`src/rtl/bbd_pkg.sv`:
```
// Package for the Bayer binning downscaler: shared constants, codes, command and
// status structs, and the channel site decode. No dependencies.
package bbd_pkg;

  localparam int SAMPLE_BITS_DEF = 16;
  localparam int MAX_WIDTH_DEF   = 4096;
  localparam int MAX_BIN_DEF     = 4;

  // Register indexes on the configuration port.
  localparam logic [1:0] REG_CELL_COLORS   = 2'd0;
  localparam logic [1:0] REG_BIN_SHIFT     = 2'd1;
  localparam logic [1:0] REG_REGION_WIDTH  = 2'd2;
  localparam logic [1:0] REG_REGION_HEIGHT = 2'd3;

  localparam logic OP_TABLE = 1'b0;
  localparam logic OP_PIXEL = 1'b1;

  localparam logic [1:0] CH_RED   = 2'd0;
  localparam logic [1:0] CH_GREEN = 2'd1;
  localparam logic [1:0] CH_BLUE  = 2'd2;

  localparam logic [7:0] CELL_COLORS_RST = 8'd148;
  localparam logic [2:0] BIN_SHIFT_RST   = 3'd1;
  localparam logic [12:0] REGION_WIDTH_RST  = 13'd1024;
  localparam logic [15:0] REGION_HEIGHT_RST = 16'd1024;

  typedef struct packed {
    logic table_we;   // store a tone table entry
    logic pixel_rd;   // launch table and sum reads for a pixel
    logic commit;     // add, write back, advance position
    logic div_start;  // start edge block division
    logic load_out;   // move the result into the output register
  } bbd_cmd_t;

  typedef struct packed {
    logic emit;       // the pixel closes a block
    logic short_blk;  // the block is cut by the region edge
    logic div_done;   // quotients ready
  } bbd_status_t;

  // Sites feeding channel ch: {two_sites, site_mask[3:0]}.
  function automatic logic [4:0] chan_sites(input logic [7:0] colors, input logic [1:0] ch);
    logic [3:0] m;
    logic [1:0] n;
    m = '0;
    n = '0;
    for (int s = 0; s < 4; s++) begin
      if (colors[2*s +: 2] == ch && n < 2'd2) begin
        m[s] = 1'b1;
        n = n + 2'd1;
      end
    end
    if (n == 2'd0) m = 4'b0001;
    return {n == 2'd2, m};
  endfunction

endpackage

```
`src/rtl/bbd_ctrl.sv`:
```
// Controller state machine for the Bayer binning downscaler.
// Depends on bbd_pkg.
module bbd_ctrl (
  input  logic                clk,
  input  logic                rst,
  input  logic                in_valid,
  output logic                in_ready,
  input  logic                op,
  output logic                out_valid,
  input  logic                out_ready,
  input  bbd_pkg::bbd_status_t sts,
  output bbd_pkg::bbd_cmd_t    cmd
);
  import bbd_pkg::*;

  typedef enum logic [3:0] {
    S_IDLE = 4'b0001,
    S_ACC  = 4'b0010,
    S_DIV  = 4'b0100,
    S_OUT  = 4'b1000
  } state_t;

  state_t state, state_next;
  logic   acc;
  logic   out_free;

  assign in_ready = (state == S_IDLE);
  assign acc      = in_valid && in_ready;
  assign out_free = !out_valid || out_ready;

  always_comb begin
    state_next = state;
    cmd        = '0;
    unique case (state)
      S_IDLE: begin
        cmd.table_we = acc && (op == OP_TABLE);
        cmd.pixel_rd = acc && (op == OP_PIXEL);
        if (acc && op == OP_PIXEL) state_next = S_ACC;
      end
      S_ACC: begin
        cmd.commit = 1'b1;
        if (sts.emit && sts.short_blk) begin
          cmd.div_start = 1'b1;
          state_next    = S_DIV;
        end else if (sts.emit) begin
          state_next = S_OUT;
        end else begin
          state_next = S_IDLE;
        end
      end
      S_DIV: begin
        if (sts.div_done) state_next = S_OUT;
      end
      S_OUT: begin
        if (out_free) begin
          cmd.load_out = 1'b1;
          state_next   = S_IDLE;
        end
      end
      default: state_next = S_IDLE;
    endcase
  end

  always_ff @(posedge clk) begin
    if (rst) begin
      state     <= S_IDLE;
      out_valid <= 1'b0;
    end else begin
      state <= state_next;
      if (cmd.load_out) begin
        out_valid <= 1'b1;
      end else if (out_ready) begin
        out_valid <= 1'b0;
      end
    end
  end
endmodule

```
`config.mk`:
```
export PLATFORM = sky130hd
export DESIGN_NAME = bbd_ctrl
export DESIGN_NICKNAME = d
export VERILOG_FILES = /design/src/rtl/bbd_pkg.sv /design/src/rtl/bbd_ctrl.sv
export SDC_FILE = /design/constraint.sdc
export NUM_CORES = 1
export LEC_CHECK = 0
export BUFFER_PORTS_ARGS = -buffer_cell sky130_fd_sc_hd__buf_2
export CORE_AREA = 2 2 39 41
export DETAILED_ROUTE_END_ITERATION = 8
export DIE_AREA = 0 0 41 43
export GPL_TIMING_DRIVEN = 0
export PLACE_DENSITY_LB_ADDON = 0.2
export RECOVER_POWER = 100
export SYNTH_ARGS = -nofsm -noshare
export SYNTH_HDL_FRONTEND = slang
export SYNTH_SLANG_ARGS = --single-unit
export TNS_END_PERCENT = 30
```
`constraint.sdc`:
```
create_clock -name clk -period 1.6 [get_ports clk]
set_input_delay 0.24 -clock clk [delete_from_list [all_inputs] [get_ports clk]]
set_output_delay 0.24 -clock clk [all_outputs]
set_load 0.02 [all_outputs]
```
Word-level counts from Yosys, hierarchy flattened --
Cells that the tools add are included.
Word-level totals: register bits after elaboration 5, input bits 8, output and inout bits 7, logic and storage cells 31
Operators by class: eq/ne operators 7, muxes and demuxes 13, bitwise operators 1, reduce and logical (&&, ||, !) cells 8
Operators by type and width (number):
- $mux 4 | 5
- $pmux 4 s4 | 1
- $mux 1 | 5
- $eq 4x1->1 const B | 1
- $eq 4x2->1 const B | 1
- $eq 4x3->1 const B | 1
- $eq 4x4->1 const B | 1
- $logic_and 1x1->1 | 4
- $mux 2 | 2
- $ne 2x2->1 const B | 2
- $reduce_and 3->1 | 1
- $ne 2x1->1 const B | 1
- $reduce_bool 2->1 | 1
- $logic_not 1->1 | 1
- $logic_or 1x1->1 | 1
- $not 1->1 | 1

Logic depth before layout (Yosys ltp) --
Gate-level depths: netlist of run 1.
word-level depth 5, depth in mapped cells 3, gate-level depth less buffers 3

Worst setup path before layout of run 1 --
Ideal clock, no wire load.
path type reg-to-output, start point reg state[3], end point out cmd[1] (netlist bit), arrival 1297 ps, required time 1360 ps, slack 63 ps, cell stages (with the launch flop) 4, cell sequence dfxtp_1 > nor4b_2 > nand3_1 > inv_1
RTL lines:
- start: declaration | RTL line bbd_ctrl.sv:23 | state_t state, state_next;
- start signal: assignment | RTL line bbd_ctrl.sv:69 | state <= state_next;
- end: declaration | RTL line bbd_ctrl.sv:12 | output bbd_pkg::bbd_cmd_t cmd

==> flow_metrics.env, run 1 <==
export IMPL_die_y_um=43
export IMPL_vias=328
export IMPL_synth_area_um2=308
export IMPL_place_area_um2=398
export IMPL_final_cell_area_um2=458
export IMPL_cts_tree="yes"
export IMPL_syn_nets=41
export IMPL_cp_end_kind="output port"
export IMPL_synth_mux_area_fraction_pct=0
export IMPL_clk_pin_slew_ns=0.04
export IMPL_first_iter_violations=0
export IMPL_worstPathCellList="nor4b_4 -> and3b_2 -> buf_6"
export IMPL_rsz0062_at_grt="yes"
export IMPL_cp_num_buf_inv=1
export IMPL_wirelength_um=719
export IMPL_synth_seq_cells=5
export IMPL_ctsHtreeMaxLevel=1
export IMPL_ys_types=19
export IMPL_dp_cells=63
export IMPL_cp_start_kind="flip-flop"
export IMPL_grt_use_total_pct=10.5
export IMPL_stdcell_count=69
export IMPL_insertion_delay_ns=0.24
export IMPL_synth_top_family_by_area="simple AND/OR/NAND/NOR gates"
export IMPL_routed_via_density=4.75
export IMPL_min_period_ns=1.54
export IMPL_synthXorXnorAreaFrac_pct=0
export IMPL_ys_warn_count=0
export IMPL_leakagePower_nw=0.202
export IMPL_nFillCells=153
export IMPL_syn_instance_count=33
export IMPL_syn2layout_area_growth_pct=48.8
export IMPL_final_nets=62
export IMPL_dr_pass1_iters=1
export IMPL_crit_path_max_fanout=5
export IMPL_cts_buffer_depth=2
export IMPL_io_buffers=14
export IMPL_fin_tns_setup_ns=0
export IMPL_path_class="reg2out"
export IMPL_final_setup_viol_count=0
export IMPL_place_hpwl_um=553
export IMPL_worst_ir_drop_vdd_mv=0.305
export IMPL_gr_total_overflow=0
export IMPL_cpPeakStageDelay_ns=0.36
export IMPL_synth_yosys_seq_area_share_pct=32.5
export IMPL_core_area_um2=1380
export IMPL_drive_above_1_share_pct=49.1
export IMPL_row_count=14
export IMPL_slew_violations=0
export IMPL_hold_viol_final=0
export IMPL_hold_class="in2reg"
export IMPL_initial_core_util_pct=22.2
export IMPL_grt_max_degree=8
export IMPL_grt_pass1_wl_um=1170
export IMPL_antenna_found_initial=0
export IMPL_synthSimpleGateAreaFrac_pct=53.3
export IMPL_maxCapViolations=0
export IMPL_cp_top_family="simple AND/OR/NAND/NOR gates"
export IMPL_drc=0
export IMPL_root_buffer="clkbuf_4"
export IMPL_wl_per_cell_um=10.4
export IMPL_cp_data_arrival_time_ns=1.30
export IMPL_cts_sinks=5
export IMPL_slew_limit_headroom_pct=80.5
export IMPL_syn_area_per_cell_um2=9.33
export IMPL_worstMarginPinSlew_ns=0.291
export IMPL_numCtsBuffers=3
export IMPL_synth_compound_area_share_pct=11.8
export IMPL_routabilityCongestion=0.693
export IMPL_grt_pass1_vias=259
export IMPL_finClkSkew_ns=0.000158
export IMPL_dieWidth_um=41
export IMPL_n_antenna_cell=0
export IMPL_outcome="finished, final reports clean"
export IMPL_crit_path_top_delay_cell="dfxtp_4"
export IMPL_die_area_um2=1760
export IMPL_fmaxAchievable_ghz=0.650
export IMPL_period_share_pct=96.2
export IMPL_ios=15
export IMPL_crit_required_ns=1.36
export IMPL_total_power_mw=0.352
export IMPL_synth_fa_ha_area_share_pct=0
export IMPL_ant_nets=0
export IMPL_power_density_nw_per_um2=768
## placed cells by master (no fill, tap or decap)
cell type,count
a31oi_1,1
and3b_1,1
buf_2,9
nand2b_1,1
clkbuf_2,1
buf_6,1
clkbuf_4,3
o21ai_0,2
and3b_2,1
nand3_2,1
inv_1,2
nand3b_1,3
nor2b_1,2
buf_4,2
nor2_1,4
dfxtp_4,1
dfxtp_1,1
nand3_1,2
a21oi_1,2
clkbuf_1,4
and4bb_2,1
nand4b_1,1
nor4b_4,2
dfxtp_2,3
a221o_1,1
and2b_2,1
## registers in the layout, indices dropped and copies added (netlist names)
| signal | count |
|---|---|
| out_valid | 1 |
| state | 4 |
## metal layers
| metal | share of wire [%] | track usage (%) | up-vias |
|---|---|---|---|
| li1 | - | - | 167 |
| met1 | 47 | 13.8 | 151 |
| met2 | 47 | 10.9 | 8 |
| met3 | 4.6 | 4.71 | 2 |
| met4 | 1.4 | 12.0 | 0 |
| met5 | 0 | 0 | - |
## per-stage QoR
step	worst slack (ns)	hold WS (ns)	utilization, %
floorplan	0.0633	0.309	-
global placement	0.236	0.484	28.8
detailed placement	0.242	0.483	28.8
CTS	-0.00183	0.220	31.4
global route	-0.0102	0.216	33.1
finish	0.0612	0.211	33.1
## report_power, final
part	switching (mW)	internal, mW	leakage (nW)
clock network	0.0539	0.0944	0.0150
registers	0.00821	0.129	0.0420
logic	0.0314	0.0350	0.145
## cell type report
cell class | count | area, µm² | share of cell area [%]
clock buffer | 4 | 26.3 | 5.74
inverter | 2 | 7.51 | 1.64
multi-input combinational | 26 | 209 | 45.6
sequential | 5 | 108 | 23.5
tap | 16 | 20.0 | 4.37
timing repair buffer | 16 | 87.6 | 19.1
## cell families (layout without fill, tap and decap cells)
group	Yosys count	in the layout
flip-flops	5	5
AND/OR/NAND/NOR	20	20
AO/OA/AOI/OAI	6	6
buffers and inverters	2	22
## worst paths after layout
kind	from	endpoint	slack, ns	cells after the start
worst max-delay path	state[2]	cmd[4]	0.06	3
worst min-delay path	rst	state[2]	0.21	2
worst max register to register	state[2]	state[0]	0.20	4
worst min register to register	out_valid	out_valid	0.50	2
## cell usage after synthesis
cell | n | area share, %
dfxtp_1 | 5 | 33
nor2_1 | 4 | 4.9
nand3b_1 | 3 | 7.3
a21oi_1 | 2 | 3.3
inv_1 | 2 | 2.4
nand3_1 | 2 | 3.3
nor2b_1 | 2 | 4.1
o21ai_0 | 2 | 3.3
a221o_1 | 1 | 3.3
a31oi_1 | 1 | 2.0
and2b_2 | 1 | 2.8
and3b_1 | 1 | 2.8
and3b_2 | 1 | 3.3
and4bb_2 | 1 | 4.1
nand2b_1 | 1 | 2.0
nand3_2 | 1 | 3.3
nand4b_1 | 1 | 2.8
nor4b_2 | 1 | 4.9
nor4b_4 | 1 | 7.7
## worst reg2reg max path: stages (launching register included)
cell      delay, ns
dfxtp_4        0.36
nor4b_4        0.35
nand3_2        0.11
clkbuf_1       0.13
a221o_1        0.33
## timing repair
item,CTS,global route
hold buffers,0,0
pin swaps,1,5
endpoints found under the setup margin,3,3
setup buffers,0,2
gates resized for setup,2,8
Note: power is estimated with default switching activity, not from simulation.
==> run 2: changes to the inputs <==
- CELL_PAD_IN_SITES_DETAIL_PLACEMENT: default -> 0
- CELL_PAD_IN_SITES_GLOBAL_PLACEMENT: default -> 1
==> flow_metrics.env, run 2 (synthesis gave the netlist of run 1 again) <==
export IMPL_outcome="finished, final reports clean"
export IMPL_worstMarginPinSlew_ns=0.292
export IMPL_routabilityCongestion=0.681
export IMPL_io_buffers=14
export IMPL_hold_viol_final=0
export IMPL_power_density_nw_per_um2=775
export IMPL_grt_use_total_pct=9.92
export IMPL_core_area_um2=1380
export IMPL_grt_pass1_vias=276
export IMPL_leakagePower_nw=0.206
export IMPL_fmaxAchievable_ghz=0.647
export IMPL_total_power_mw=0.354
export IMPL_final_setup_viol_count=0
export IMPL_numCtsBuffers=3
export IMPL_ant_nets=0
export IMPL_r2r_start="state[2]"
export IMPL_path_class="reg2out"
export IMPL_hold_class="in2reg"
export IMPL_routed_via_density=4.71
export IMPL_syn2layout_area_growth_pct=48.4
export IMPL_cts_tree="yes"
export IMPL_slew_limit_headroom_pct=80.4
export IMPL_drc=0
export IMPL_drive_above_1_share_pct=53.8
export IMPL_cp_top_family="simple AND/OR/NAND/NOR gates"
export IMPL_cts_buffer_depth=2
export IMPL_largest_register_ff_count=4
export IMPL_stdcell_count=68
export IMPL_grt_pass1_wl_um=1150
export IMPL_cp_start_kind="flip-flop"
export IMPL_whs_ns=0.237
export IMPL_place_hpwl_um=541
export IMPL_crit_required_ns=1.36
export IMPL_layout_commonest_cell="buf_2"
export IMPL_slew_violations=0
export IMPL_row_count=14
export IMPL_insertion_delay_ns=0.24
export IMPL_mostFrequentLayoutCells="buf_2 (11), nor2_1 (4)"
export IMPL_min_period_ns=1.54
export IMPL_place_area_um2=398
export IMPL_wirelength_um=744
export IMPL_grt_max_degree=8
export IMPL_cp_data_arrival_time_ns=1.30
export IMPL_root_buffer="clkbuf_4"
export IMPL_cp_end_kind="output port"
export IMPL_fin_tns_setup_ns=0
export IMPL_top_regs="state x4, out_valid x1"
export IMPL_dr_pass1_iters=4
export IMPL_ios=15
export IMPL_cpPeakStageDelay_ns=0.36
export IMPL_final_nets=61
export IMPL_n_antenna_cell=0
export IMPL_die_y_um=43
export IMPL_gr_total_overflow=0
export IMPL_finClkSkew_ns=0.00395
export IMPL_dp_cells=63
export IMPL_worst_ir_drop_vdd_mv=0.258
export IMPL_crit_path_max_fanout=5
export IMPL_antenna_found_initial=0
export IMPL_wl_per_cell_um=10.9
export IMPL_crit_path_top_delay_cell="nor4b_4"
export IMPL_period_share_pct=96.6
export IMPL_initial_core_util_pct=22.2
export IMPL_vias=320
export IMPL_maxCapViolations=0
export IMPL_dp_worst_setup_slack_ns=0.252
export IMPL_final_cell_area_um2=457
export IMPL_cts_sinks=5
export IMPL_ctsHtreeMaxLevel=1
export IMPL_first_iter_violations=2
export IMPL_rsz0062_at_grt="yes"
export IMPL_crit_start="state[2]"
export IMPL_dieWidth_um=41
export IMPL_worstPathCellList="nor4b_4 -> and3b_2 -> buf_4"
export IMPL_top_register="state"
export IMPL_min_from="rst"
export IMPL_clk_pin_slew_ns=0.05
export IMPL_utilization_pct=33.0
export IMPL_cp_num_buf_inv=1
export IMPL_setup_slack_ns=0.0551
export IMPL_die_area_um2=1760
run 2: changes by cell type in the layout (fill, tap and decap cells not counted), sizes merged:
cell,previous run,this run
buf,12,14
clkbuf,8,5
run 2: worst paths after layout:
| check | end | slack (ns) | depth (start not counted) |
|---|---|---|---|
| setup / recovery | cmd[4] | 0.06 | 3 |
| setup reg to reg | state[0] | 0.30 | 3 |
| hold reg to reg | out_valid | 0.49 | 2 |
| hold / removal | state[3] | 0.24 | 2 |
run 2: worst register-to-register path: stages, from the launching register on:
cell     delay, ns
dfxtp_2       0.35
nor4b_4       0.36
nand3_2       0.13
a221o_1       0.35
run 2: metal layers:
layer	track usage, %	up-vias	routed length, µm	part of all wire, %
met2	14.1	7	394	53
met5	0	-	0	0
li1	-	162	-	-
met4	6.00	0	0	0
met1	12.5	151	314	42
met3	3.14	0	35	4.7
run 2: timing repair:
item,CTS,global route
hold buffers,0,0
endpoints found under the setup margin,2,3
resized for setup,2,7
pin swaps,1,4
hold endpoints to repair,0,0
setup buffers,1,0
run 2: power breakdown:
group	internal [mW]	switching [mW]	leakage, nW
logic	0.0385	0.0327	0.149
registers	0.129	0.00850	0.0420
clock network	0.0943	0.0514	0.0150
run 2: final cells by class:
class                   instances  area [µm²]
well taps                      16        20.0
inverters                       2        7.51
multi-input cells              26         214
repair buffers                 15        81.3
fillers                       160         927
clock buffers                   4        26.3
flip-flops and latches          5         108
